<file path="src/sv/teb_pkg.sv">
// teb_pkg: shared types, codes and defaults for the timed event buffer
// used by teb_cell and timed_event_buffer; no dependencies
package teb_pkg;

  // default sizes
  localparam int DEPTH_DEF      = 32;
  localparam int ID_WIDTH_DEF   = 8;
  localparam int TIME_WIDTH_DEF = 32;

  // fixed field widths
  localparam int CAP_W      = 6;
  localparam int CFG_IDX_W  = 2;
  localparam int CFG_DATA_W = 32;
  localparam int KIND_W     = 2;

  // register reset values
  localparam logic [CAP_W-1:0]      CAP_RST  = 6'd20;
  localparam logic [CFG_DATA_W-1:0] INTV_RST = 32'd100;
  localparam logic [CFG_DATA_W-1:0] WIN_RST  = 32'd500;

  // item kinds
  typedef enum logic [KIND_W-1:0] {
    KIND_EVENT = 2'd0,
    KIND_TICK  = 2'd1,
    KIND_CLEAR = 2'd2
  } kind_t;

  // configuration register indexes
  typedef enum logic [CFG_IDX_W-1:0] {
    CFG_CAPACITY = 2'd0,
    CFG_INTERVAL = 2'd1,
    CFG_WINDOW   = 2'd2
  } cfg_idx_t;

  // sequencer states
  typedef enum logic [2:0] {
    ST_IDLE,
    ST_SCAN,
    ST_APPLY,
    ST_APPEND,
    ST_TICK,
    ST_FINISH
  } state_t;

  // per-cycle control shared by every cell of the row
  typedef struct packed {
    logic shift;
    logic load;
  } cell_ctl_t;

endpackage

</file>
<file path="src/sv/teb_cell.sv">
// teb_cell: one entry of the buffer row; takes its right neighbor on a shift
// or the pushed entry when the write position names this cell
// depends on teb_pkg
module teb_cell #(
  parameter int IDX        = 0,
  parameter int IDX_W      = 5,
  parameter int ID_WIDTH   = teb_pkg::ID_WIDTH_DEF,
  parameter int TIME_WIDTH = teb_pkg::TIME_WIDTH_DEF
) (
  input  logic                  clk,
  input  teb_pkg::cell_ctl_t    ctl,
  input  logic [IDX_W-1:0]      wpos,
  input  logic [ID_WIDTH-1:0]   nb_id,
  input  logic                  nb_act,
  input  logic [TIME_WIDTH-1:0] nb_start,
  input  logic [TIME_WIDTH-1:0] nb_end,
  input  logic [ID_WIDTH-1:0]   ld_id,
  input  logic                  ld_act,
  input  logic [TIME_WIDTH-1:0] ld_start,
  input  logic [TIME_WIDTH-1:0] ld_end,
  output logic [ID_WIDTH-1:0]   q_id,
  output logic                  q_act,
  output logic [TIME_WIDTH-1:0] q_start,
  output logic [TIME_WIDTH-1:0] q_end
);

  logic [ID_WIDTH-1:0]   id_r;
  logic                  act_r;
  logic [TIME_WIDTH-1:0] start_r;
  logic [TIME_WIDTH-1:0] end_r;
  logic                  hit;

  assign hit = ctl.load && (wpos == IDX_W'(IDX));

  // entry storage: push wins over shift
  always_ff @(posedge clk) begin
    if (hit) begin
      id_r    <= ld_id;
      act_r   <= ld_act;
      start_r <= ld_start;
      end_r   <= ld_end;
    end else if (ctl.shift) begin
      id_r    <= nb_id;
      act_r   <= nb_act;
      start_r <= nb_start;
      end_r   <= nb_end;
    end
  end

  assign q_id    = id_r;
  assign q_act   = act_r;
  assign q_start = start_r;
  assign q_end   = end_r;

endmodule

</file>
<file path="src/sv/timed_event_buffer.sv">
// timed_event_buffer: ordered buffer of timestamped events in a row of cells.
// an event scans then appends, an update scans then applies, an eviction scans,
// applies and appends, a tick is one pass, clear or unknown kind just finishes;
// one item at a time, the next taken after the result loads; passes rotate one entry a cycle.
// reset: occupancy 0, registers to capacity 20, interval 100, window 500;
// entry contents are not cleared and are never read above the occupancy.
module timed_event_buffer #(
  parameter int DEPTH      = teb_pkg::DEPTH_DEF,
  parameter int ID_WIDTH   = teb_pkg::ID_WIDTH_DEF,
  parameter int TIME_WIDTH = teb_pkg::TIME_WIDTH_DEF,
  localparam int CNT_W     = $clog2(DEPTH + 1)
) (
  input  logic                             clk,
  input  logic                             rst_n,
  input  logic                             in_valid,
  output logic                             in_stall,
  input  logic [teb_pkg::KIND_W-1:0]       in_kind,
  input  logic [ID_WIDTH-1:0]              in_event_id,
  input  logic                             in_active_in,
  input  logic [TIME_WIDTH-1:0]            in_now,
  output logic                             out_valid,
  input  logic                             out_stall,
  output logic                             out_updated,
  output logic                             out_inserted,
  output logic                             out_evicted,
  output logic [ID_WIDTH-1:0]              out_evicted_id,
  output logic [CNT_W-1:0]                 out_removed_count,
  output logic [CNT_W-1:0]                 out_occupancy,
  input  logic                             cfg_valid,
  output logic                             cfg_ready,
  input  logic [teb_pkg::CFG_IDX_W-1:0]    cfg_index,
  input  logic [teb_pkg::CFG_DATA_W-1:0]   cfg_data
);

  localparam int IDX_W = $clog2(DEPTH);
  localparam int CW    = ((CNT_W > teb_pkg::CAP_W) ? CNT_W : teb_pkg::CAP_W) + 1;
  localparam int CMP_W = (TIME_WIDTH > teb_pkg::CFG_DATA_W) ? TIME_WIDTH
                                                             : teb_pkg::CFG_DATA_W;

  // configuration registers
  logic [teb_pkg::CAP_W-1:0]      cap_r;
  logic [teb_pkg::CFG_DATA_W-1:0] intv_r;
  logic [teb_pkg::CFG_DATA_W-1:0] win_r;

  assign cfg_ready = 1'b1;

  always_ff @(posedge clk) begin
    if (!rst_n) begin
      cap_r  <= teb_pkg::CAP_RST;
      intv_r <= teb_pkg::INTV_RST;
      win_r  <= teb_pkg::WIN_RST;
    end else if (cfg_valid && cfg_ready) begin
      case (teb_pkg::cfg_idx_t'(cfg_index))
        teb_pkg::CFG_CAPACITY: cap_r  <= cfg_data[teb_pkg::CAP_W-1:0];
        teb_pkg::CFG_INTERVAL: intv_r <= cfg_data;
        teb_pkg::CFG_WINDOW:   win_r  <= cfg_data;
        default: ;
      endcase
    end
  end

  // cell row
  teb_pkg::cell_ctl_t    ctl;
  logic [IDX_W-1:0]      wpos;
  logic [ID_WIDTH-1:0]   ld_id;
  logic                  ld_act;
  logic [TIME_WIDTH-1:0] ld_start;
  logic [TIME_WIDTH-1:0] ld_end;
  logic [ID_WIDTH-1:0]   c_id    [DEPTH];
  logic                  c_act   [DEPTH];
  logic [TIME_WIDTH-1:0] c_start [DEPTH];
  logic [TIME_WIDTH-1:0] c_end   [DEPTH];

  for (genvar i = 0; i < DEPTH; i++) begin : g_cell
    if (i == DEPTH - 1) begin : g_last
      teb_cell #(.IDX(i), .IDX_W(IDX_W), .ID_WIDTH(ID_WIDTH), .TIME_WIDTH(TIME_WIDTH)) u_cell (
        .clk(clk), .ctl(ctl), .wpos(wpos),
        .nb_id(ld_id), .nb_act(ld_act), .nb_start(ld_start), .nb_end(ld_end),
        .ld_id(ld_id), .ld_act(ld_act), .ld_start(ld_start), .ld_end(ld_end),
        .q_id(c_id[i]), .q_act(c_act[i]), .q_start(c_start[i]), .q_end(c_end[i])
      );
    end else begin : g_mid
      teb_cell #(.IDX(i), .IDX_W(IDX_W), .ID_WIDTH(ID_WIDTH), .TIME_WIDTH(TIME_WIDTH)) u_cell (
        .clk(clk), .ctl(ctl), .wpos(wpos),
        .nb_id(c_id[i+1]), .nb_act(c_act[i+1]),
        .nb_start(c_start[i+1]), .nb_end(c_end[i+1]),
        .ld_id(ld_id), .ld_act(ld_act), .ld_start(ld_start), .ld_end(ld_end),
        .q_id(c_id[i]), .q_act(c_act[i]), .q_start(c_start[i]), .q_end(c_end[i])
      );
    end
  end

  // sequencer registers
  teb_pkg::state_t       state_r, state_nxt;
  logic [CNT_W-1:0]      cnt_r, cnt_nxt;
  logic [CNT_W-1:0]      len_r, len_nxt;
  logic [CNT_W-1:0]      step_r, step_nxt;
  logic [IDX_W-1:0]      hit_r, hit_nxt;
  logic [IDX_W-1:0]      victim_r, victim_nxt;
  logic                  found_r, found_nxt;
  logic                  hit_act_r, hit_act_nxt;
  logic                  vfound_r, vfound_nxt;
  logic                  upd_r, upd_nxt;
  logic                  ins_r, ins_nxt;
  logic                  ev_r, ev_nxt;
  logic [ID_WIDTH-1:0]   evid_r, evid_nxt;
  logic [CNT_W-1:0]      removed_r, removed_nxt;
  logic [ID_WIDTH-1:0]   id_r, id_nxt;
  logic                  act_r, act_nxt;
  logic [TIME_WIDTH-1:0] now_r, now_nxt;
  logic                  out_valid_r, out_valid_nxt;
  logic                  out_load;

  // derived values
  logic [IDX_W-1:0]      idx;
  logic                  last;
  logic [CW-1:0]         eff_cap;
  logic                  at_cap;
  logic [TIME_WIDTH-1:0] since_end;
  logic [TIME_WIDTH-1:0] since_start;
  logic                  aged;
  logic                  expire;

  assign idx  = step_r[IDX_W-1:0];
  assign last = (step_r == cnt_r - CNT_W'(1));
  assign eff_cap = ((cap_r == '0) || (CW'(cap_r) > CW'(DEPTH))) ? CW'(DEPTH) : CW'(cap_r);
  assign at_cap  = (CW'(cnt_r) >= eff_cap);
  assign since_end   = now_r - c_end[0];
  assign since_start = now_r - c_start[0];
  assign aged   = c_act[0] && !(CMP_W'(since_end) > CMP_W'(intv_r));
  assign expire = !aged && (CMP_W'(since_start) > CMP_W'(win_r));

  assign in_stall = (state_r != teb_pkg::ST_IDLE);

  // next state and row control
  always_comb begin
    state_nxt   = state_r;
    cnt_nxt     = cnt_r;
    len_nxt     = len_r;
    step_nxt    = step_r;
    hit_nxt     = hit_r;
    victim_nxt  = victim_r;
    found_nxt   = found_r;
    hit_act_nxt = hit_act_r;
    vfound_nxt  = vfound_r;
    upd_nxt     = upd_r;
    ins_nxt     = ins_r;
    ev_nxt      = ev_r;
    evid_nxt    = evid_r;
    removed_nxt = removed_r;
    id_nxt      = id_r;
    act_nxt     = act_r;
    now_nxt     = now_r;
    out_load    = 1'b0;
    ctl.shift   = 1'b0;
    ctl.load    = 1'b0;
    wpos        = IDX_W'(len_r - CNT_W'(1));
    ld_id       = c_id[0];
    ld_act      = c_act[0];
    ld_start    = c_start[0];
    ld_end      = c_end[0];

    case (state_r)
      teb_pkg::ST_IDLE: begin
        if (in_valid) begin
          id_nxt      = in_event_id;
          act_nxt     = in_active_in;
          now_nxt     = in_now;
          len_nxt     = cnt_r;
          step_nxt    = '0;
          hit_nxt     = '0;
          victim_nxt  = '0;
          found_nxt   = 1'b0;
          hit_act_nxt = 1'b0;
          vfound_nxt  = 1'b0;
          upd_nxt     = 1'b0;
          ins_nxt     = 1'b0;
          ev_nxt      = 1'b0;
          evid_nxt    = '0;
          removed_nxt = '0;
          case (teb_pkg::kind_t'(in_kind))
            teb_pkg::KIND_EVENT:
              state_nxt = (cnt_r == '0) ? teb_pkg::ST_APPEND : teb_pkg::ST_SCAN;
            teb_pkg::KIND_TICK:
              state_nxt = (cnt_r == '0) ? teb_pkg::ST_FINISH : teb_pkg::ST_TICK;
            teb_pkg::KIND_CLEAR: begin
              cnt_nxt   = '0;
              state_nxt = teb_pkg::ST_FINISH;
            end
            default: state_nxt = teb_pkg::ST_FINISH;
          endcase
        end
      end

      // find newest match and earliest inactive entry, row unchanged
      teb_pkg::ST_SCAN: begin
        ctl.shift = 1'b1;
        ctl.load  = 1'b1;
        if (c_id[0] == id_r) begin
          found_nxt   = 1'b1;
          hit_nxt     = idx;
          hit_act_nxt = c_act[0];
        end
        if (!c_act[0] && !vfound_r) begin
          vfound_nxt = 1'b1;
          victim_nxt = idx;
        end
        step_nxt = step_r + CNT_W'(1);
        if (last) begin
          step_nxt = '0;
          if (found_nxt && hit_act_nxt) begin
            upd_nxt   = 1'b1;
            state_nxt = teb_pkg::ST_APPLY;
          end else if (at_cap) begin
            ev_nxt    = 1'b1;
            state_nxt = teb_pkg::ST_APPLY;
          end else begin
            state_nxt = teb_pkg::ST_APPEND;
          end
        end
      end

      // update the hit entry or drop the victim
      teb_pkg::ST_APPLY: begin
        ctl.shift = 1'b1;
        ctl.load  = 1'b1;
        if (upd_r && (idx == hit_r)) begin
          ld_act = act_r;
          ld_end = now_r;
        end else if (ev_r && (idx == victim_r)) begin
          ctl.load = 1'b0;
          len_nxt  = len_r - CNT_W'(1);
          evid_nxt = c_id[0];
        end
        step_nxt = step_r + CNT_W'(1);
        if (last) begin
          cnt_nxt   = len_nxt;
          state_nxt = upd_r ? teb_pkg::ST_FINISH : teb_pkg::ST_APPEND;
        end
      end

      // new entry at the tail
      teb_pkg::ST_APPEND: begin
        if (CW'(cnt_r) < CW'(DEPTH)) begin
          ctl.load = 1'b1;
          wpos     = IDX_W'(cnt_r);
          ld_id    = id_r;
          ld_act   = act_r;
          ld_start = now_r;
          ld_end   = now_r;
          cnt_nxt  = cnt_r + CNT_W'(1);
          ins_nxt  = 1'b1;
        end
        state_nxt = teb_pkg::ST_FINISH;
      end

      // age, expire and compact
      teb_pkg::ST_TICK: begin
        ctl.shift = 1'b1;
        ld_act    = aged;
        if (expire) begin
          len_nxt     = len_r - CNT_W'(1);
          removed_nxt = removed_r + CNT_W'(1);
        end else begin
          ctl.load = 1'b1;
        end
        step_nxt = step_r + CNT_W'(1);
        if (last) begin
          cnt_nxt   = len_nxt;
          state_nxt = teb_pkg::ST_FINISH;
        end
      end

      teb_pkg::ST_FINISH: begin
        if (!out_valid_r || !out_stall) begin
          out_load  = 1'b1;
          state_nxt = teb_pkg::ST_IDLE;
        end
      end

      default: state_nxt = teb_pkg::ST_IDLE;
    endcase
  end

  // output handshake
  always_comb begin
    out_valid_nxt = out_valid_r;
    if (out_load) begin
      out_valid_nxt = 1'b1;
    end else if (out_valid_r && !out_stall) begin
      out_valid_nxt = 1'b0;
    end
  end

  // control registers
  always_ff @(posedge clk) begin
    if (!rst_n) begin
      state_r     <= teb_pkg::ST_IDLE;
      cnt_r       <= '0;
      out_valid_r <= 1'b0;
    end else begin
      state_r     <= state_nxt;
      cnt_r       <= cnt_nxt;
      out_valid_r <= out_valid_nxt;
    end
  end

  // working registers
  always_ff @(posedge clk) begin
    len_r     <= len_nxt;
    step_r    <= step_nxt;
    hit_r     <= hit_nxt;
    victim_r  <= victim_nxt;
    found_r   <= found_nxt;
    hit_act_r <= hit_act_nxt;
    vfound_r  <= vfound_nxt;
    upd_r     <= upd_nxt;
    ins_r     <= ins_nxt;
    ev_r      <= ev_nxt;
    evid_r    <= evid_nxt;
    removed_r <= removed_nxt;
    id_r      <= id_nxt;
    act_r     <= act_nxt;
    now_r     <= now_nxt;
  end

  // result register
  always_ff @(posedge clk) begin
    if (out_load) begin
      out_updated       <= upd_r;
      out_inserted      <= ins_r;
      out_evicted       <= ev_r;
      out_evicted_id    <= evid_r;
      out_removed_count <= removed_r;
      out_occupancy     <= cnt_r;
    end
  end

  assign out_valid = out_valid_r;

`ifndef SYNTH
  a_cnt_bound: assert property (@(posedge clk) disable iff (!rst_n)
    CW'(cnt_r) <= CW'(DEPTH))
    else $error("occupancy above depth");
  a_out_from_finish: assert property (@(posedge clk) disable iff (!rst_n)
    $rose(out_valid_r) |-> $past(state_r == teb_pkg::ST_FINISH))
    else $error("result raised outside finish");
  a_len_bound: assert property (@(posedge clk) disable iff (!rst_n)
    (state_r == teb_pkg::ST_TICK || state_r == teb_pkg::ST_APPLY) |-> len_r <= cnt_r)
    else $error("queue length above occupancy during pass");
`endif

endmodule

</file>
<file path="config.mk">
export PLATFORM = sky130hd
export DESIGN_NAME = timed_event_buffer
export DESIGN_NICKNAME = d
export VERILOG_FILES = /design/src/sv/teb_pkg.sv /design/src/sv/teb_cell.sv /design/src/sv/timed_event_buffer.sv
export SDC_FILE = /design/constraint.sdc
export NUM_CORES = 2
export LEC_CHECK = 0
export ABC_AREA = 1
export BUFFER_PORTS_ARGS = -buffer_cell sky130_fd_sc_hd__buf_4
export CAP_MARGIN = 20
export CORE_MARGIN = 5
export CORE_UTILIZATION = 35
export DETAILED_ROUTE_END_ITERATION = 10
export PLACE_DENSITY_LB_ADDON = 0.2
export SLEW_MARGIN = 10
export SYNTH_ARGS = -nofsm -noshare
export SYNTH_HDL_FRONTEND = slang
export SYNTH_SLANG_ARGS = --single-unit
</file>
<file path="constraint.sdc">
create_clock -name clk -period 11.4 [get_ports clk]
set_input_delay 1.71 -clock clk [delete_from_list [all_inputs] [get_ports clk]]
set_output_delay 1.71 -clock clk [all_outputs]
set_load 0.02 [all_outputs]
</file>
==> impl_metrics.py <==
metrics = {
    "detailed_routing": {
        "wl_mm": 312,
        "route.detailed.drc": 0,
        "drt_iter0_drc": 6377,
        "dr_wl_met2_mm": 157,
        "vias": 71700,
        "wl_met1_mm": 132,
        "drt_pass1_iterations": 5,
        "top_layer": "met5",
        "routedWlPerCell_um": 23.0,
        "avgViaCountPerCell": 5.28,
        "wl_met3_mm": 15.5,
        "postRouteAntennaNets": 0,
    },
    "grt": {
        "antenna_found_initial": 5,
        "track_usage_pct": 19.0,
        "grt_start_max_net_pins": 147,
        "grt_pass1_wl_mm": 463,
        "grt-ovfl-total": 0,
        "first_global_vias": 72400,
    },
    "sta": {
        "setup_violations": 0,
        "fin_crit_ps": 7790,
        "holdWs_ps": 418,
        "min_period_over_period_pct": 68.3,
        "slew_headroom_pct": 24.8,
        "fmax_ghz": 0.128,
        "slew_viol_final": 0,
        "tightest_slew_ps": 1130,
        "fin_setup_tns_ps": 0,
        "rsz0062_at_grt": "no",
        "skew_ps": 58.2,
        "hold_viol": 0,
    },
    "pwr": {
        "pwr-share-comb_pct": 35.2,
        "p_total_mw": 44.6,
        "p_switching_mw": 17.5,
        "p_per_area_nw_per_um2": 371,
        "clockPowerShare_pct": 19.6,
        "p_seq_share_pct": 45.2,
        "p_leak_nw": 46.2,
        "p_sw_share_pct": 39.2,
        "peakVddDrop_uv": 262,
        "p_int_mw": 27.1,
    },
    "die": {
        "core-area_um2": 306000,
        "dieWidth_um": 564,
        "die_h_um": 564,
        "pin_count": 108,
        "num_rows": 203,
        "start_util_pct": 35.2,
        "die_area_um2": 319000,
    },
    "clock_network": {
        "cts_buffers": 284,
        "path_clk_slew_ps": 60,
        "cts_setup_buffers": 0,
        "insertion_delay_ps": 900,
        "clockBufferDepth": 4,
        "cts.repair.resized": 0,
        "cts_root_buf": "clkbuf_16",
        "htree_levels": 5,
        "cts.sinks": 2522,
        "cts_tree": "done",
        "hold_buffers": 0,
    },
    "setup_path": {
        "crit_type": "reg -> reg",
        "slowest_delay_ps": 770,
        "worstPathMaxFanout": 80,
        "cp-end-kind": "flip-flop",
        "crit_required_ps": 11960,
        "cpMaxStageDelayCell": "buf_4",
        "crit_path_frequent_cell": "nand2_1",
        "arrival_ps": 8350,
        "cpLargestDelayFamily": "simple AND/OR/NAND/NOR gates",
        "cp-start-kind": "flip-flop",
        "crit_buf_inv": 3,
    },
    "logic_synthesis": {
        "seq_area_frac_synth_pct": 69.6,
        "yosys.area.top_type_share_pct": 68.1,
        "synth_area_per_cell_um2": 11.3,
        "synthTopCellsByArea": "edfxtp_1, nand2_1, o21ai_1",
        "ys.flop_type": "edfxtp_1",
        "synth_edf_count": 2442,
        "async_reset_ff_share_pct": 0,
        "yosysWarnings": 0,
        "yosysTopAreaCell": "edfxtp_1",
        "synth_cells": 9523,
        "synth_area_um2": 108000,
        "ys_ff_latch": 2522,
        "synth.distinct_cells": 49,
        "syn_nets": 9745,
    },
    "placement": {
        "hpwl_mm": 198,
        "place_congestion": 0.866,
        "numPortBuffers": 106,
    },
    "status": {
        "outcome": "finished, final reports clean",
    },
    "worst_hold_path": {
        "hp-class": "reg -> reg",
    },
    "final_layout": {
        "postLayoutCoreUtil_pct": 39.2,
        "drive_gt1_share_pct": 7.95,
        "fillers": 29700,
        "layout.nets": 9484,
        "area_delta_synth_final_pct": 11.6,
    },
    "job": {
        "max_cap_viol_count": 0,
    },
}
-- cell families after synthesis --
logic type,Yosys count,synth area share (%)
AOI/OAI and AO/OA,2724,12.9
xor gates and xnor gates,79,0.643
adders and majority gates,140,1.64
buffers and inverters,1109,4.70
DFF,2522,69.6
other,1,0.00348
and+or+nand+nor,2948,10.5
-- Yosys cell counts (2+ instances only) --
library cell	n
nand2_1	2659
edfxtp_1	2442
o21ai_1	1883
o21ai_0	578
buf_2	366
inv_1	328
clkbuf_1	270
a21oi_1	191
nor2_1	173
ha_1	138
buf_4	109
dfxtp_1	80
xor2_1	53
nand3_1	47
xnor2_1	26
nor3_1	25
o211ai_1	20
buf_1	19
nand4_1	16
inv_2	11
or2_2	11
o21a_1	9
a221oi_1	7
a31oi_1	7
o21bai_1	6
a21o_1	4
o31ai_1	4
a21boi_0	3
buf_6	3
clkinv_1	3
nand3b_1	3
nor2_2	3
o22ai_1	3
fa_1	2
nand2_2	2
nor2_4	2
nor2_8	2
nor3b_1	2
o2111ai_1	2
o21ai_2	2
-- sequential cells by signal, indices dropped and copies added, names as in the netlist, 8 cells and up --
signal,cells
g_cell.g_last.u_cell.q_id,8
g_cell.g_last.u_cell.q_end,32
g_cell.g_mid.u_cell.q_act,31
g_cell.g_mid.u_cell.q_id,248
win_r,32
id_r,8
g_cell.g_mid.u_cell.q_end,992
g_cell.g_mid.u_cell.q_start,992
out_evicted_id,8
now_r,32
intv_r,32
evid_r,8
g_cell.g_last.u_cell.q_start,32
-- routing by layer --
layer,vias up,global-route usage (%)
li1,33000,-
met1,36500,24.7
met2,1787,33.5
met3,491,2.55
met4,2,4.94
met5,-,0
-- power by group through the flow --
stage | combinational (mW) | clock [mW] | sequential [mW]
floorplan | 9.80 | 0 | 19.8
global placement | 15.6 | 0 | 20.5
detailed placement | 15.8 | 0 | 20.4
CTS | 15.9 | 8.88 | 20.3
global route | 17.4 | 9.26 | 20.6
finish | 15.7 | 8.72 | 20.2
-- area by class of cell --
type	count	area (um2)	area share (%)
Multi-Input combinational cell	5892	28100	23.4
Timing Repair Buffer	220	2000	1.66
Clock inverter	159	1180	0.984
Tap cell	4100	5130	4.27
Sequential cell	2522	74900	62.4
Antenna cell	1	2.50	0.00208
Clock buffer	345	7460	6.21
Inverter	342	1280	1.07
-- worst paths after layout --
path | startpoint | end | slack, ps | cells past startpoint
min reg2reg | evid_r[7]$_SDFFCE_PN0P_ | out_evicted_id[7]$_DFFE_PP_ | 420 | 0
max | now_r[2]$_DFFE_PP_ | g_cell[16].g_mid.u_cell.q_end[23]$_DFFE_PP_ | 3610 | 25
max reg2reg | now_r[2]$_DFFE_PP_ | g_cell[16].g_mid.u_cell.q_end[23]$_DFFE_PP_ | 3610 | 25
min | evid_r[7]$_SDFFCE_PN0P_ | out_evicted_id[7]$_DFFE_PP_ | 420 | 0
-- layout by cell type, fill, tap and decap left out, types with 10 or more instances in the layout --
| cell | netlist | routed |
|---|---|---|
| nand2_1 | 2659 | 2597 |
| edfxtp_1 | 2442 | 2442 |
| o21ai_1 | 1883 | 1883 |
| o21ai_0 | 578 | 577 |
| clkbuf_16 | 0 | 290 |
| inv_1 | 328 | 264 |
| buf_4 | 109 | 200 |
| a21oi_1 | 191 | 190 |
| nor2_1 | 173 | 172 |
| ha_1 | 138 | 138 |
| clkinv_1 | 3 | 85 |
| dfxtp_1 | 80 | 80 |
| inv_2 | 11 | 68 |
| nand2_4 | 0 | 62 |
| clkbuf_1 | 270 | 55 |
| xor2_1 | 53 | 53 |
| nand3_1 | 47 | 46 |
| clkinv_2 | 0 | 45 |
| xnor2_1 | 26 | 26 |
| nor3_1 | 25 | 25 |
| o211ai_1 | 20 | 20 |
| nand4_1 | 16 | 16 |
| buf_16 | 0 | 13 |
| or2_2 | 11 | 11 |
| bufinv_16 | 0 | 10 |
-- per-stage QoR --
step | std cells | setup WS, ps | instance area [um2]
after floorplan | 9523 | 1900 | 108000
after global placement | 13100 | 3530 | 111000
after detailed placement | 13100 | 3630 | 111000
after CTS | 13600 | 3580 | 120000
after global routing | 13600 | 3070 | 120000
final | 13600 | 3610 | 120000
-- worst register-to-register path, stage by stage (launching register included) --
cell	delay [ps]
edfxtp_1	450
ha_1	410
nand3_1	100
nand2_1	110
a21oi_1	160
o21ai_0	460
a31oi_1	260
o21ai_0	450
xor2_1	210
ha_1	340
nand2_1	50
nor2_1	190
nand2_1	110
nor2_1	430
nand2_1	110
nand3_1	260
nand2_1	150
a21boi_4	250
nand2_2	150
nand2_2	120
nand3_4	310
buf_4	550
nand2_4	180
buf_4	540
buf_4	800
o21ai_0	290
Note: power is estimated with default switching activity, not from simulation.
